File: src/sv/iso_date_to_epoch_days_assert.svh
// ----------------------------------------------------------------------------
// iso_date_to_epoch_days_assert.svh
// Assertion macros shared by the ISO date parser modules.
// ----------------------------------------------------------------------------
`ifndef ISO_DATE_TO_EPOCH_DAYS_ASSERT_SVH
`define ISO_DATE_TO_EPOCH_DAYS_ASSERT_SVH

// Same-cycle implication, checked on every rising edge outside reset.
`define IDTE_ASSERT_NOW(label, ante, cons, msg) \
    label: assert property (@(posedge clk) disable iff (!rst_n) (ante) |-> (cons)) \
        else $error(msg);

// Next-cycle implication, checked on every rising edge outside reset.
`define IDTE_ASSERT_NEXT(label, ante, cons, msg) \
    label: assert property (@(posedge clk) disable iff (!rst_n) (ante) |=> (cons)) \
        else $error(msg);

`endif

File: src/sv/idte_pkg.sv
// ----------------------------------------------------------------------------
// idte_pkg
// Types, constants and calendar tables for the ISO date parser.
// ----------------------------------------------------------------------------
`default_nettype none

package idte_pkg;

    // Character positions within "YYYY-MM-DD".
    localparam logic [3:0] POS_YEAR_LO = 4'd2;
    localparam logic [3:0] POS_DASH1   = 4'd4;
    localparam logic [3:0] POS_DASH2   = 4'd7;
    localparam logic [3:0] POS_LAST    = 4'd9;
    localparam logic [3:0] POS_END     = 4'd10;
    localparam logic [3:0] POS_MAX     = 4'd15;

    localparam logic [7:0] CHAR_DASH = 8'h2D;
    localparam logic [7:0] CHAR_ZERO = 8'h30;
    localparam logic [7:0] CHAR_NINE = 8'h39;

    // 365 * 1970 + leap years before 1970 + 1 for the one-based day.
    localparam logic [22:0] EPOCH_OFFSET = 23'd719529;

    localparam int unsigned DAYS_W = 23;

    typedef struct packed {
        logic [7:0] char_code;
        logic       last_char;
    } char_t;

    typedef struct packed {
        logic signed [DAYS_W-1:0] epoch_days;
        logic                     valid_res;
    } res_t;

    // One parsed literal: year split into its century and year-of-century
    // digit pairs, month, day, and whether the layout was correct.
    typedef struct packed {
        logic [6:0] year_hi;
        logic [6:0] year_lo;
        logic [6:0] month;
        logic [6:0] day;
        logic       fmt_ok;
    } date_rec_t;

    function automatic logic [4:0] month_len(input logic [3:0] month);
        logic [4:0] len;
        unique case (month)
            4'd1, 4'd3, 4'd5, 4'd7, 4'd8, 4'd10, 4'd12: len = 5'd31;
            4'd4, 4'd6, 4'd9, 4'd11:                   len = 5'd30;
            4'd2:                                      len = 5'd28;
            default:                                   len = 5'd0;
        endcase
        return len;
    endfunction

    function automatic logic [8:0] days_before_month(input logic [3:0] month);
        logic [8:0] days;
        unique case (month)
            4'd1:    days = 9'd0;
            4'd2:    days = 9'd31;
            4'd3:    days = 9'd59;
            4'd4:    days = 9'd90;
            4'd5:    days = 9'd120;
            4'd6:    days = 9'd151;
            4'd7:    days = 9'd181;
            4'd8:    days = 9'd212;
            4'd9:    days = 9'd243;
            4'd10:   days = 9'd273;
            4'd11:   days = 9'd304;
            4'd12:   days = 9'd334;
            default: days = 9'd0;
        endcase
        return days;
    endfunction

endpackage

`default_nettype wire

File: src/sv/iso_date_to_epoch_days.sv
// ----------------------------------------------------------------------------
// iso_date_to_epoch_days
// Streaming "YYYY-MM-DD" parser giving signed days since 1970-01-01.
// ----------------------------------------------------------------------------
// The char channel carries one ASCII byte per transfer, with last_char set on
// the final byte of a literal. For each literal one transfer appears on the
// res channel: the day count in the proleptic Gregorian calendar and a flag
// that is set only for a ten-character literal of the right layout naming a
// real date; otherwise the day count is zero.
// Bytes are taken one per cycle while the queue has room. The record of a
// literal passes from the scanner through the queue between the scanner and
// the day counter into the counter's first stage, and from there into the
// output register, which presents the result on the res channel.
// A stalled receiver holds the output register; the counter's first stage
// and the queue of QUEUE_DEPTH records keep filling behind it, and char_ready
// falls only once the queue is full, so the sustained rate is one byte per
// cycle as long as res_ready is high on average once per literal.
// Reset empties the queue and the pipeline and returns the scanner to the
// first character position.
// ----------------------------------------------------------------------------
`default_nettype none

module iso_date_to_epoch_days #(
    parameter int unsigned QUEUE_DEPTH = 2
) (
    input  wire logic             clk,
    input  wire logic             rst_n,
    input  wire logic             char_valid,
    output logic                  char_ready,
    input  wire idte_pkg::char_t  char_data,
    output logic                  res_valid,
    input  wire logic             res_ready,
    output idte_pkg::res_t        res_data
);

    // Records move from the scanner through the queue to the day counter.
    logic                q_push;
    idte_pkg::date_rec_t q_push_data;
    logic                q_full;
    logic                q_empty;
    logic                q_pop;
    logic                back_ready;
    idte_pkg::date_rec_t q_head;

    idte_front u_front (
        .clk        (clk),
        .rst_n      (rst_n),
        .char_valid (char_valid),
        .char_ready (char_ready),
        .char_data  (char_data),
        .rec_push   (q_push),
        .rec_data   (q_push_data),
        .rec_full   (q_full)
    );

    idte_queue #(
        .DEPTH (QUEUE_DEPTH)
    ) u_queue (
        .clk       (clk),
        .rst_n     (rst_n),
        .push      (q_push),
        .push_data (q_push_data),
        .full      (q_full),
        .pop       (q_pop),
        .empty     (q_empty),
        .head      (q_head)
    );

    // The counter takes the head record whenever its first stage is free.
    assign q_pop = !q_empty && back_ready;

    idte_back u_back (
        .clk       (clk),
        .rst_n     (rst_n),
        .rec_valid (!q_empty),
        .rec_ready (back_ready),
        .rec_data  (q_head),
        .res_valid (res_valid),
        .res_ready (res_ready),
        .res_data  (res_data)
    );

endmodule

`default_nettype wire

File: src/sv/idte_front.sv
// ----------------------------------------------------------------------------
// idte_front
// Character scanner: checks the layout and gathers the digit pairs.
// ----------------------------------------------------------------------------
`default_nettype none

module idte_front (
    input  wire logic              clk,
    input  wire logic              rst_n,
    input  wire logic              char_valid,
    output logic                   char_ready,
    input  wire idte_pkg::char_t   char_data,
    output logic                   rec_push,
    output idte_pkg::date_rec_t    rec_data,
    input  wire logic              rec_full
);

    logic [3:0] pos_reg;
    logic [6:0] hi_reg, hi_next;
    logic [6:0] lo_reg, lo_next;
    logic [6:0] mon_reg, mon_next;
    logic [6:0] day_reg, day_next;
    logic       err_reg, err_next;
    logic       accept;
    logic       is_digit;
    logic [3:0] digit;

    assign char_ready = !rec_full;
    assign accept     = char_valid && char_ready;

    always_comb
    begin
        is_digit = (char_data.char_code >= idte_pkg::CHAR_ZERO) &&
                   (char_data.char_code <= idte_pkg::CHAR_NINE);
        digit    = is_digit ? 4'(char_data.char_code - idte_pkg::CHAR_ZERO) : 4'd0;
        hi_next  = hi_reg;
        lo_next  = lo_reg;
        mon_next = mon_reg;
        day_next = day_reg;
        err_next = err_reg;
        if (pos_reg >= idte_pkg::POS_END)
        begin
            err_next = 1'b1;
        end
        else if ((pos_reg == idte_pkg::POS_DASH1) || (pos_reg == idte_pkg::POS_DASH2))
        begin
            if (char_data.char_code != idte_pkg::CHAR_DASH)
            begin
                err_next = 1'b1;
            end
        end
        else if (!is_digit)
        begin
            err_next = 1'b1;
        end
        else if (pos_reg < idte_pkg::POS_YEAR_LO)
        begin
            hi_next = 7'(11'(hi_reg) * 11'd10 + 11'(digit));
        end
        else if (pos_reg < idte_pkg::POS_DASH1)
        begin
            lo_next = 7'(11'(lo_reg) * 11'd10 + 11'(digit));
        end
        else if (pos_reg < idte_pkg::POS_DASH2)
        begin
            mon_next = 7'(11'(mon_reg) * 11'd10 + 11'(digit));
        end
        else
        begin
            day_next = 7'(11'(day_reg) * 11'd10 + 11'(digit));
        end
    end

    // A record leaves on the last character and carries that character's digit.
    assign rec_push         = accept && char_data.last_char;
    assign rec_data.year_hi = hi_next;
    assign rec_data.year_lo = lo_next;
    assign rec_data.month   = mon_next;
    assign rec_data.day     = day_next;
    assign rec_data.fmt_ok  = !err_next && (pos_reg == idte_pkg::POS_LAST);

    always_ff @(posedge clk or negedge rst_n)
    begin
        if (!rst_n)
        begin
            pos_reg <= '0;
            hi_reg  <= '0;
            lo_reg  <= '0;
            mon_reg <= '0;
            day_reg <= '0;
            err_reg <= 1'b0;
        end
        else if (accept)
        begin
            if (char_data.last_char)
            begin
                pos_reg <= '0;
                hi_reg  <= '0;
                lo_reg  <= '0;
                mon_reg <= '0;
                day_reg <= '0;
                err_reg <= 1'b0;
            end
            else
            begin
                if (pos_reg != idte_pkg::POS_MAX)
                begin
                    pos_reg <= pos_reg + 4'd1;
                end
                hi_reg  <= hi_next;
                lo_reg  <= lo_next;
                mon_reg <= mon_next;
                day_reg <= day_next;
                err_reg <= err_next;
            end
        end
    end

endmodule

`default_nettype wire

File: src/sv/idte_queue.sv
// ----------------------------------------------------------------------------
// idte_queue
// Small first-in first-out buffer of parsed date records.
// ----------------------------------------------------------------------------
`default_nettype none

`include "iso_date_to_epoch_days_assert.svh"

module idte_queue #(
    parameter int unsigned DEPTH = 2
) (
    input  wire logic                 clk,
    input  wire logic                 rst_n,
    input  wire logic                 push,
    input  wire idte_pkg::date_rec_t  push_data,
    output logic                      full,
    input  wire logic                 pop,
    output logic                      empty,
    output idte_pkg::date_rec_t       head
);

    localparam int unsigned PTR_W = $clog2(DEPTH);
    localparam int unsigned CNT_W = $clog2(DEPTH + 1);

    idte_pkg::date_rec_t entries_reg [DEPTH];
    logic [PTR_W-1:0]    wr_ptr_reg;
    logic [PTR_W-1:0]    rd_ptr_reg;
    logic [CNT_W-1:0]    count_reg;

    assign full  = (count_reg == CNT_W'(DEPTH));
    assign empty = (count_reg == '0);
    assign head  = entries_reg[rd_ptr_reg];

    always_ff @(posedge clk)
    begin
        if (push)
        begin
            entries_reg[wr_ptr_reg] <= push_data;
        end
    end

    always_ff @(posedge clk or negedge rst_n)
    begin
        if (!rst_n)
        begin
            wr_ptr_reg <= '0;
            rd_ptr_reg <= '0;
            count_reg  <= '0;
        end
        else
        begin
            if (push)
            begin
                wr_ptr_reg <= (wr_ptr_reg == PTR_W'(DEPTH - 1)) ? '0 : wr_ptr_reg + 1'b1;
            end
            if (pop)
            begin
                rd_ptr_reg <= (rd_ptr_reg == PTR_W'(DEPTH - 1)) ? '0 : rd_ptr_reg + 1'b1;
            end
            if (push && !pop)
            begin
                count_reg <= count_reg + 1'b1;
            end
            else if (pop && !push)
            begin
                count_reg <= count_reg - 1'b1;
            end
        end
    end

    `IDTE_ASSERT_NOW(a_no_push_full, push, !full, "record written into a full queue")
    `IDTE_ASSERT_NOW(a_no_pop_empty, pop, !empty, "record taken from an empty queue")

endmodule

`default_nettype wire

File: src/sv/idte_back.sv
// ----------------------------------------------------------------------------
// idte_back
// Two-stage day count: calendar checks and partial sums, then the total.
// ----------------------------------------------------------------------------
`default_nettype none

`include "iso_date_to_epoch_days_assert.svh"

module idte_back (
    input  wire logic                 clk,
    input  wire logic                 rst_n,
    input  wire logic                 rec_valid,
    output logic                      rec_ready,
    input  wire idte_pkg::date_rec_t  rec_data,
    output logic                      res_valid,
    input  wire logic                 res_ready,
    output idte_pkg::res_t            res_data
);

    // Stage one terms. With year = 100*hi + lo the leap count below the year
    // and the year length reduce to sums of these.
    logic [21:0] p1_reg, p1_next;
    logic [15:0] p2_reg, p2_next;
    logic [8:0]  small_reg, small_next;
    logic        ok_reg, ok_next;
    logic        s1_valid_reg;
    logic        out_valid_reg;
    idte_pkg::res_t out_reg;

    logic        lo_nz;
    logic        leap;
    logic        month_ok;
    logic        day_ok;
    logic [3:0]  mon_idx;
    logic [5:0]  mlen;
    logic [22:0] sum;
    logic        out_take;
    logic        s1_move;

    always_comb
    begin
        lo_nz    = (rec_data.year_lo != '0);
        leap     = lo_nz ? (rec_data.year_lo[1:0] == 2'd0) : (rec_data.year_hi[1:0] == 2'd0);
        month_ok = (rec_data.month >= 7'd1) && (rec_data.month <= 7'd12);
        mon_idx  = month_ok ? rec_data.month[3:0] : 4'd0;
        mlen     = 6'(idte_pkg::month_len(mon_idx)) +
                   6'((mon_idx == 4'd2) && leap);
        day_ok   = (rec_data.day != '0) && (rec_data.day <= 7'(mlen));
        ok_next  = rec_data.fmt_ok && month_ok && day_ok;

        p1_next = 22'(rec_data.year_hi) * 22'd36524 + 22'(rec_data.year_hi[6:2]);
        p2_next = 16'(rec_data.year_lo) * 16'd365 +
                  16'((8'(rec_data.year_lo) + 8'd3) >> 2);
        // The last term folds the century leap correction that survives when
        // the year-of-century is zero and the century is not a multiple of four.
        small_next = idte_pkg::days_before_month(mon_idx) +
                     9'((mon_idx > 4'd2) && leap) +
                     9'(rec_data.day) +
                     9'(!lo_nz && (rec_data.year_hi[1:0] != 2'd0));
    end

    assign out_take  = !out_valid_reg || res_ready;
    assign s1_move   = s1_valid_reg && out_take;
    assign rec_ready = !s1_valid_reg || s1_move;
    assign sum       = 23'(p1_reg) + 23'(p2_reg) + 23'(small_reg) - idte_pkg::EPOCH_OFFSET;

    always_ff @(posedge clk)
    begin
        if (rec_valid && rec_ready)
        begin
            p1_reg    <= p1_next;
            p2_reg    <= p2_next;
            small_reg <= small_next;
            ok_reg    <= ok_next;
        end
        if (s1_move)
        begin
            out_reg.epoch_days <= ok_reg ? signed'(sum) : '0;
            out_reg.valid_res  <= ok_reg;
        end
    end

    always_ff @(posedge clk or negedge rst_n)
    begin
        if (!rst_n)
        begin
            s1_valid_reg  <= 1'b0;
            out_valid_reg <= 1'b0;
        end
        else
        begin
            if (rec_ready)
            begin
                s1_valid_reg <= rec_valid;
            end
            if (out_take)
            begin
                out_valid_reg <= s1_valid_reg;
            end
        end
    end

    assign res_valid = out_valid_reg;
    assign res_data  = out_reg;

    `IDTE_ASSERT_NEXT(a_s1_held, s1_valid_reg && out_valid_reg && !res_ready, s1_valid_reg, "stage one lost while the output was stalled")
    `IDTE_ASSERT_NOW(a_zero_when_bad, res_valid && !res_data.valid_res, res_data.epoch_days == '0, "invalid date carries a non-zero day count")

endmodule

`default_nettype wire

File: config.mk
export PLATFORM = sky130hd
export DESIGN_NAME = iso_date_to_epoch_days
export DESIGN_NICKNAME = d
export VERILOG_FILES = /design/src/sv/idte_pkg.sv /design/src/sv/iso_date_to_epoch_days.sv /design/src/sv/idte_front.sv /design/src/sv/idte_queue.sv /design/src/sv/idte_back.sv
export VERILOG_INCLUDE_DIRS = /design/src /design/src/sv
export SDC_FILE = /design/constraint.sdc
export NUM_CORES = 1
export LEC_CHECK = 0
export ABC_AREA = 1
export BUFFER_PORTS_ARGS = -buffer_cell sky130_fd_sc_hd__buf_2
export CAP_MARGIN = 40
export CORE_MARGIN = 5
export CORE_UTILIZATION = 30
export CTS_BUF_LIST = sky130_fd_sc_hd__clkbuf_8
export DETAILED_ROUTE_END_ITERATION = 8
export SLEW_MARGIN = 5
export SYNTH_ARGS = -nofsm -noshare
export SYNTH_HDL_FRONTEND = slang
export SYNTH_HIERARCHICAL = 1
export SYNTH_SLANG_ARGS = --single-unit
File: constraint.sdc
create_clock -name clk -period 13.3 [get_ports clk]
set_clock_uncertainty 0.05 [all_clocks]
set_input_delay 2.66 -clock clk [delete_from_list [all_inputs] [get_ports clk]]
set_output_delay 2.66 -clock clk [all_outputs]
set_load 0.1 [all_outputs]
==> results of run 1 <==
[cells by family (layout without fill, tap and decap cells)]
kind of cell | after synthesis | count (layout)
buffers and inverters | 366 | 428
flip-flops | 169 | 169
XOR/XNOR | 56 | 56
AND/OR/NAND/NOR | 615 | 615
adder cells (fa/ha/maj) | 263 | 263
AO/OA/AOI/OAI | 191 | 191
multiplexers | 29 | 29
[per-stage QoR]
step | utilization, % | setup WS [ns]
global route | 33.2 | 7.97
floorplan | - | 8.49
global placement | 32.2 | 8.04
CTS | 33.2 | 8.31
detailed placement | 32.3 | 8.07
finish | 33.2 | 8.33
[final cells by class]
type	count	area share, %
multi-input cells	1154	52.2
flip-flops and latches	169	30.1
inverters	351	8.12
well taps	664	5.12
repair buffers	45	1.90
clock buffers	17	1.44
clock inverters	15	1.13
[cell usage in the layout, fill, tap and decap left out, types with 13 or more instances in the layout]
cell type  count
nand3_1       87
buf_2         38
fa_1          55
xnor2_1       16
nand4_1       25
clkbuf_8      17
a21oi_1       77
ha_1         208
o21ai_0       56
dfrtp_1       38
inv_2         17
inv_1        334
nand2_1      346
mux2_4        29
xor2_1        40
edfxtp_1     130
o22ai_1       13
nor2_1        82
[worst min-delay path: cells and delay by family (launching register included)]
| kind | cells | cell delay (ns) |
|---|---|---|
| DFF | 1 | 0.35 |
| and+or+nand+nor | 2 | 0.10 |
[per-layer routing]
layer / vias to the layer above / share of wire, % / GRT usage [%]
met1: 5021 / 48 / 15.7
met4: 0 / 1.6 / 2.79
met2: 195 / 46 / 19.2
li1: 5608 / - / -
met3: 35 / 4.0 / 2.24
met5: - / 0 / 0
[final timing paths]
kind	cells past startpoint	slack, ns	end
worst max-delay path	21	8.33	u_back/p1_reg[17]
worst min-delay path	2	0.43	u_front/mon_reg[6]
worst max register to register	21	8.33	u_back/p1_reg[17]
worst min register to register	2	0.43	u_front/mon_reg[6]
max in group asynchronous	2	10.76	u_queue/rd_ptr_reg
min in group asynchronous	1	1.97	u_front/lo_reg[6]
==> results.md, run 1 <==
- Status: finished, final reports clean
- Worst min-delay path category: reg2reg
- CORE AREA: 48800 µm²
- Footprint of the multi-input gates: 8470 µm²
- Syn-to-layout area delta: 9.86%
- Post-cts resize count: 0
- Diodes inserted: 0
- Fin Hold WS: 0.434 ns
- Synth area leaders: edfxtp_1 (26%), ha_1 (18%), nand2_1 (8.8%)
- Fill count: 5089
- Final Net Count: 2014
- Port buffer count: 38
- Max reg flops: 58
- Measured slew at the worst slew-check pin: 0.810 ns
- DR vias/cell: 4.50
- Inserted Clock Buffers: 17
- Slowest CP cell: fa_1
- Clock Pin Slew Worst Setup and Hold Paths: 0.10 ns
- GR Util All Layers: 11.6%
- Final number of hold-violating endpoints: 0
- CP peak stage delay: 0.51 ns
- Residual DRC: 0
- Max-slew violation count: 0
- Critical path class: reg2reg
- Synth Register Bits: 169
- Post-synth EDFFs: 130
- Worst path cell trace: buf_12 > mux2_4 > ha_1 > inv_1 > fa_1 > fa_1 > inv_1 > fa_1 > ha_1 > nand2_1 > nand2_1 > inv_1 > nand3_2 > nand2_1 > nand2_1 > nor2_1 > nand2_1 > nor2_2 > nand2_1 > xor2_1 > inv_1
- Worst r2r src: u_queue/rd_ptr_reg
- Fin area: 16200 µm²
- Post-Synth XOR/XNOR Area: 3.32%
- Post-route ant nets: 0
- Sink Count: 169
- Synth Cell Area: 14800 µm²
- Synth Area per Inst: 8.74 µm²
- Setup violators final: 0
- Starting Density: 30.2%
- H-tree depth: 4
- Final Non-Filler Cells: 2415
- Vias in the first global route: 10.9k
- Synth Area in Compound Gates: 7.26%
- Max-cap check violation count: 0
- Bufs and invs on worst path: 5
- Sequential cell area: 4880 µm²
- Syn Nets: 1965
- CTS max path bufs: 2
- Clk Latency, worst-skew pair: 0.49 ns
- Count leader, synth: nand2_1
- Synth unique cells: 57
- Fmax: 201 MHz
- Synth top cells by count: nand2_1 (346), inv_1 (334), ha_1 (208), edfxtp_1 (130), nand3_1 (87)
- Post-DP HPWL: 25100 µm
- RSZ-0062 raised after global routing: false
- Min Tclk post-route: 4.97 ns
- RePlAce Congestion: 0.867
- Largest net degree at the start of global routing: 32
- Area leader, netlist: edfxtp_1
- WL/cell: 12.6 µm
- Cell Rows: 81
- # hold bufs at CTS: 0
- Main combinational cell family by area after synthesis: adder cells
- DRT iter0 DRCs: 606
- Vias: 10.9k
- Worst Setup Start Kind: flop
- Share of cells above drive strength 1: 9.77%
- Worst EP arrival: 5.16 ns
- Most used DFF post-synth: edfxtp_1
- # Post-CTS Setup Buffers: 0
- Multiplexer share of the synthesized area: 2.95%
- Area after DPL: 15800 µm²
- CP max FO: 27
- Yosys warns: 6
- Total gr overflow: 0
- Die width: 232 µm
- Adder-Cell Fraction of Synth Area: 25.1%
- Fin Setup TNS: 0 ns
- Critical Path Sink Type: flop
- Most used cell, CP: nand2_1
- Routed Wire Length: 30400 µm
- Die area: 53700 µm²
- Cell total after placement: 2383
- Initial antenna violation count: 0
- Post-Syn Instances: 1689
- Hold Path Origin: u_front/mon_reg[6]
- Rel. slew slack: 45.9%
- Share of the synthesized area in the top cell type: 26.4%
- Period Utilization, post-route: 37.3%
- Worst path required time: 13.50 ns
- Post-Synth Simple-Gate Area: 18.7%
- Async SR Flop Fraction: 23.1%
- Root Buffer: clkbuf_8
- CTS tree: done
- CP top delay family: adder cells
- Register area share after synthesis: 33.1%
- CP startpoint: u_queue/rd_ptr_reg
- DIE HEIGHT: 232 µm
- First-pass GRT wire length: 52000 µm
- DRT Pass-1 Iters: 5
- Ports: 39
Power of run 1 is not shown: default switching activity piles up to over one toggle a cycle in this logic, so the estimate is an artifact.
==> run 2, diff against run 1 <==
Clock period 13.3 ns to 4.38 ns, I/O delays scaled along.
==> results.md, run 2 (synthesis results as in run 1) <==
- Syn-to-layout area delta: 24.2%
- Worst Setup Start Kind: flop
- H-tree depth: 4
- Vias in the first global route: 11.5k
- Cell Rows: 81
- Ports: 39
- Area after DPL: 16700 µm²
- Starting Density: 30.2%
- R2R Path End: u_back/p1_reg[21]
- Reg2Reg Depth: 22
- Min Tclk post-route: 4.54 ns
- # hold bufs at CTS: 0
- CP top delay family: adder cells
- Final Net Count: 2163
- Critical path class: reg2reg
- Commonest non-fill, non-tap cell in the layout: inv_1
- First-pass GRT wire length: 55700 µm
- Port buffer count: 38
- DRT iter0 DRCs: 610
- Failing checks: setup timing
- Clk Latency, worst-skew pair: 0.49 ns
- WL/cell: 12.9 µm
- Measured slew at the worst slew-check pin: 0.687 ns
- Clock Pin Slew Worst Setup and Hold Paths: 0.10 ns
- Rel. slew slack: 54.1%
- CORE AREA: 48800 µm²
- Die width: 232 µm
- Initial antenna violation count: 0
- Period Utilization, post-route: 104%
- RePlAce Congestion: 0.882
- DRT Pass-1 Iters: 6
- Routed Wire Length: 33000 µm
- Sink Count: 169
- Residual DRC: 0
- Largest net degree at the start of global routing: 32
- CP peak stage delay: 0.56 ns
- Critical Path Sink Type: flop
- Total gr overflow: 0
- Worst r2r src: u_queue/rd_ptr_reg
- DIE HEIGHT: 232 µm
- Vias: 11.5k
- Share of cells above drive strength 1: 26.4%
- Diodes inserted: 0
- RSZ-0062 raised after global routing: true
- Final number of hold-violating endpoints: 0
- DR vias/cell: 4.49
- Root Buffer: clkbuf_8
- Max-cap check violation count: 0
- Fin area: 18300 µm²
- Worst path required time: 4.59 ns
- Final setup margin: -0.164 ns
- Worst EP arrival: 4.75 ns
- Fmax: 220 MHz
- CTS tree: done
- Max-slew violation count: 0
- Reg-to-reg slack, setup: -0.16 ns
- Inserted Clock Buffers: 17
- Status: complete, but fails checks
- CTS max path bufs: 2
- GR Util All Layers: 12.4%
- Slowest CP cell: fa_2
- Post-route ant nets: 0
- Die area: 53700 µm²
- CP max FO: 4
- Post-DP HPWL: 26100 µm
- Max reg flops: 58
- Bufs and invs on worst path: 4
- Setup violators final: 13
- Worst min-delay path category: in2async
- Commonest non-fill, non-tap cells in the layout: inv_1 (310), nand2_1 (297), ha_1 (169)
- Worst path cell trace: buf_6 > mux2_4 > ha_4 > inv_2 > fa_1 > fa_2 > inv_2 > fa_1 > ha_4 > nand2_4 > nor2_4 > nand2_2 > nand3_2 > nand2_1 > nand2_2 > nand2_2 > nor2_4 > nand3_2 > nor2_4 > nand3_1 > nand2_1 > inv_1
## run 2: cell types whose count changed in the layout (fill, tap and decap cells not counted), moves of 15 or more
cell / delta
buf_4: +129
nand2_1: -49
ha_1: -39
nand2_2: +35
ha_4: +28
inv_1: -24
nor2_1: -24
inv_2: +22
buf_6: +20
a21oi_1: -16
nor2_4: +15
## run 2: how the worst max path moves through the flow
stage,slack (ns),cells past startpoint,startpoint,endpoint
floorplan,0.009,21,u_queue/rd_ptr_reg,u_back/p1_reg[19]
global placement,-0.28,20,u_queue/rd_ptr_reg,u_back/p1_reg[21]
detailed placement,-0.35,20,u_queue/rd_ptr_reg,u_back/p1_reg[21]
CTS,-0.12,21,u_queue/rd_ptr_reg,u_back/p1_reg[20]
global route,-0.34,24,u_queue/rd_ptr_reg,u_back/p1_reg[19]
finish,-0.16,22,u_queue/rd_ptr_reg,u_back/p1_reg[21]
## run 2: what timing repair did
item                                    4_1_cts  5_1_grt
resized for setup                           118      136
buffers inserted                             19       19
endpoints found under the setup margin       23       26
endpoints found under the hold margin         0        0
pin swaps                                    68       93
gates cloned                                  1        0
## run 2: worst register-to-register path: stages, from the launching register on
cell and delay [ns]:
dfrtp_2 0.44, buf_6 0.14, mux2_4 0.34, ha_4 0.28
inv_2 0.03, fa_1 0.48, fa_2 0.56, inv_2 0.04
fa_1 0.49, ha_4 0.35, nand2_4 0.08, nor2_4 0.10
nand2_2 0.08, nand3_2 0.11, nand2_1 0.06, nand2_2 0.08
nand2_2 0.07, nor2_4 0.12, nand3_2 0.11, nor2_4 0.13
nand3_1 0.09, nand2_1 0.08, inv_1 0.03
## run 2: layer usage
layer | GRT usage, % | vias to the layer above | share of wire (%)
li1 | - | 5898 | -
met4 | 2.60 | 0 | 1.3
met5 | 0 | - | 0
met2 | 21.5 | 197 | 49
met3 | 1.94 | 37 | 3.3
met1 | 16.5 | 5379 | 47
## run 2: area by class of cell
class	count	area, µm²
Fill cell	4975	30500
Multi-Input combinational cell	1154	9440
Inverter	351	1330
Timing Repair Buffer	194	1490
Clock buffer	17	234
Clock inverter	15	141
Tap cell	664	831
Sequential cell	169	4880
## run 2: metrics by stage
step	std cells	setup WS (ns)	setup TNS (ns)	hold WS, ns	util, %
after CTS	2548	-0.122	-0.659	0.144	36.3
after detailed placement	2497	-0.349	-4.33	0.413	34.2
final	2564	-0.164	-1.20	0.177	37.5
after global routing	2564	-0.338	-4.71	0.159	37.5
after global placement	2495	-0.282	-2.80	0.405	34.1
after floorplan	1689	0.00946	0	0.374	-
Power of run 2 is left out for the same reason.
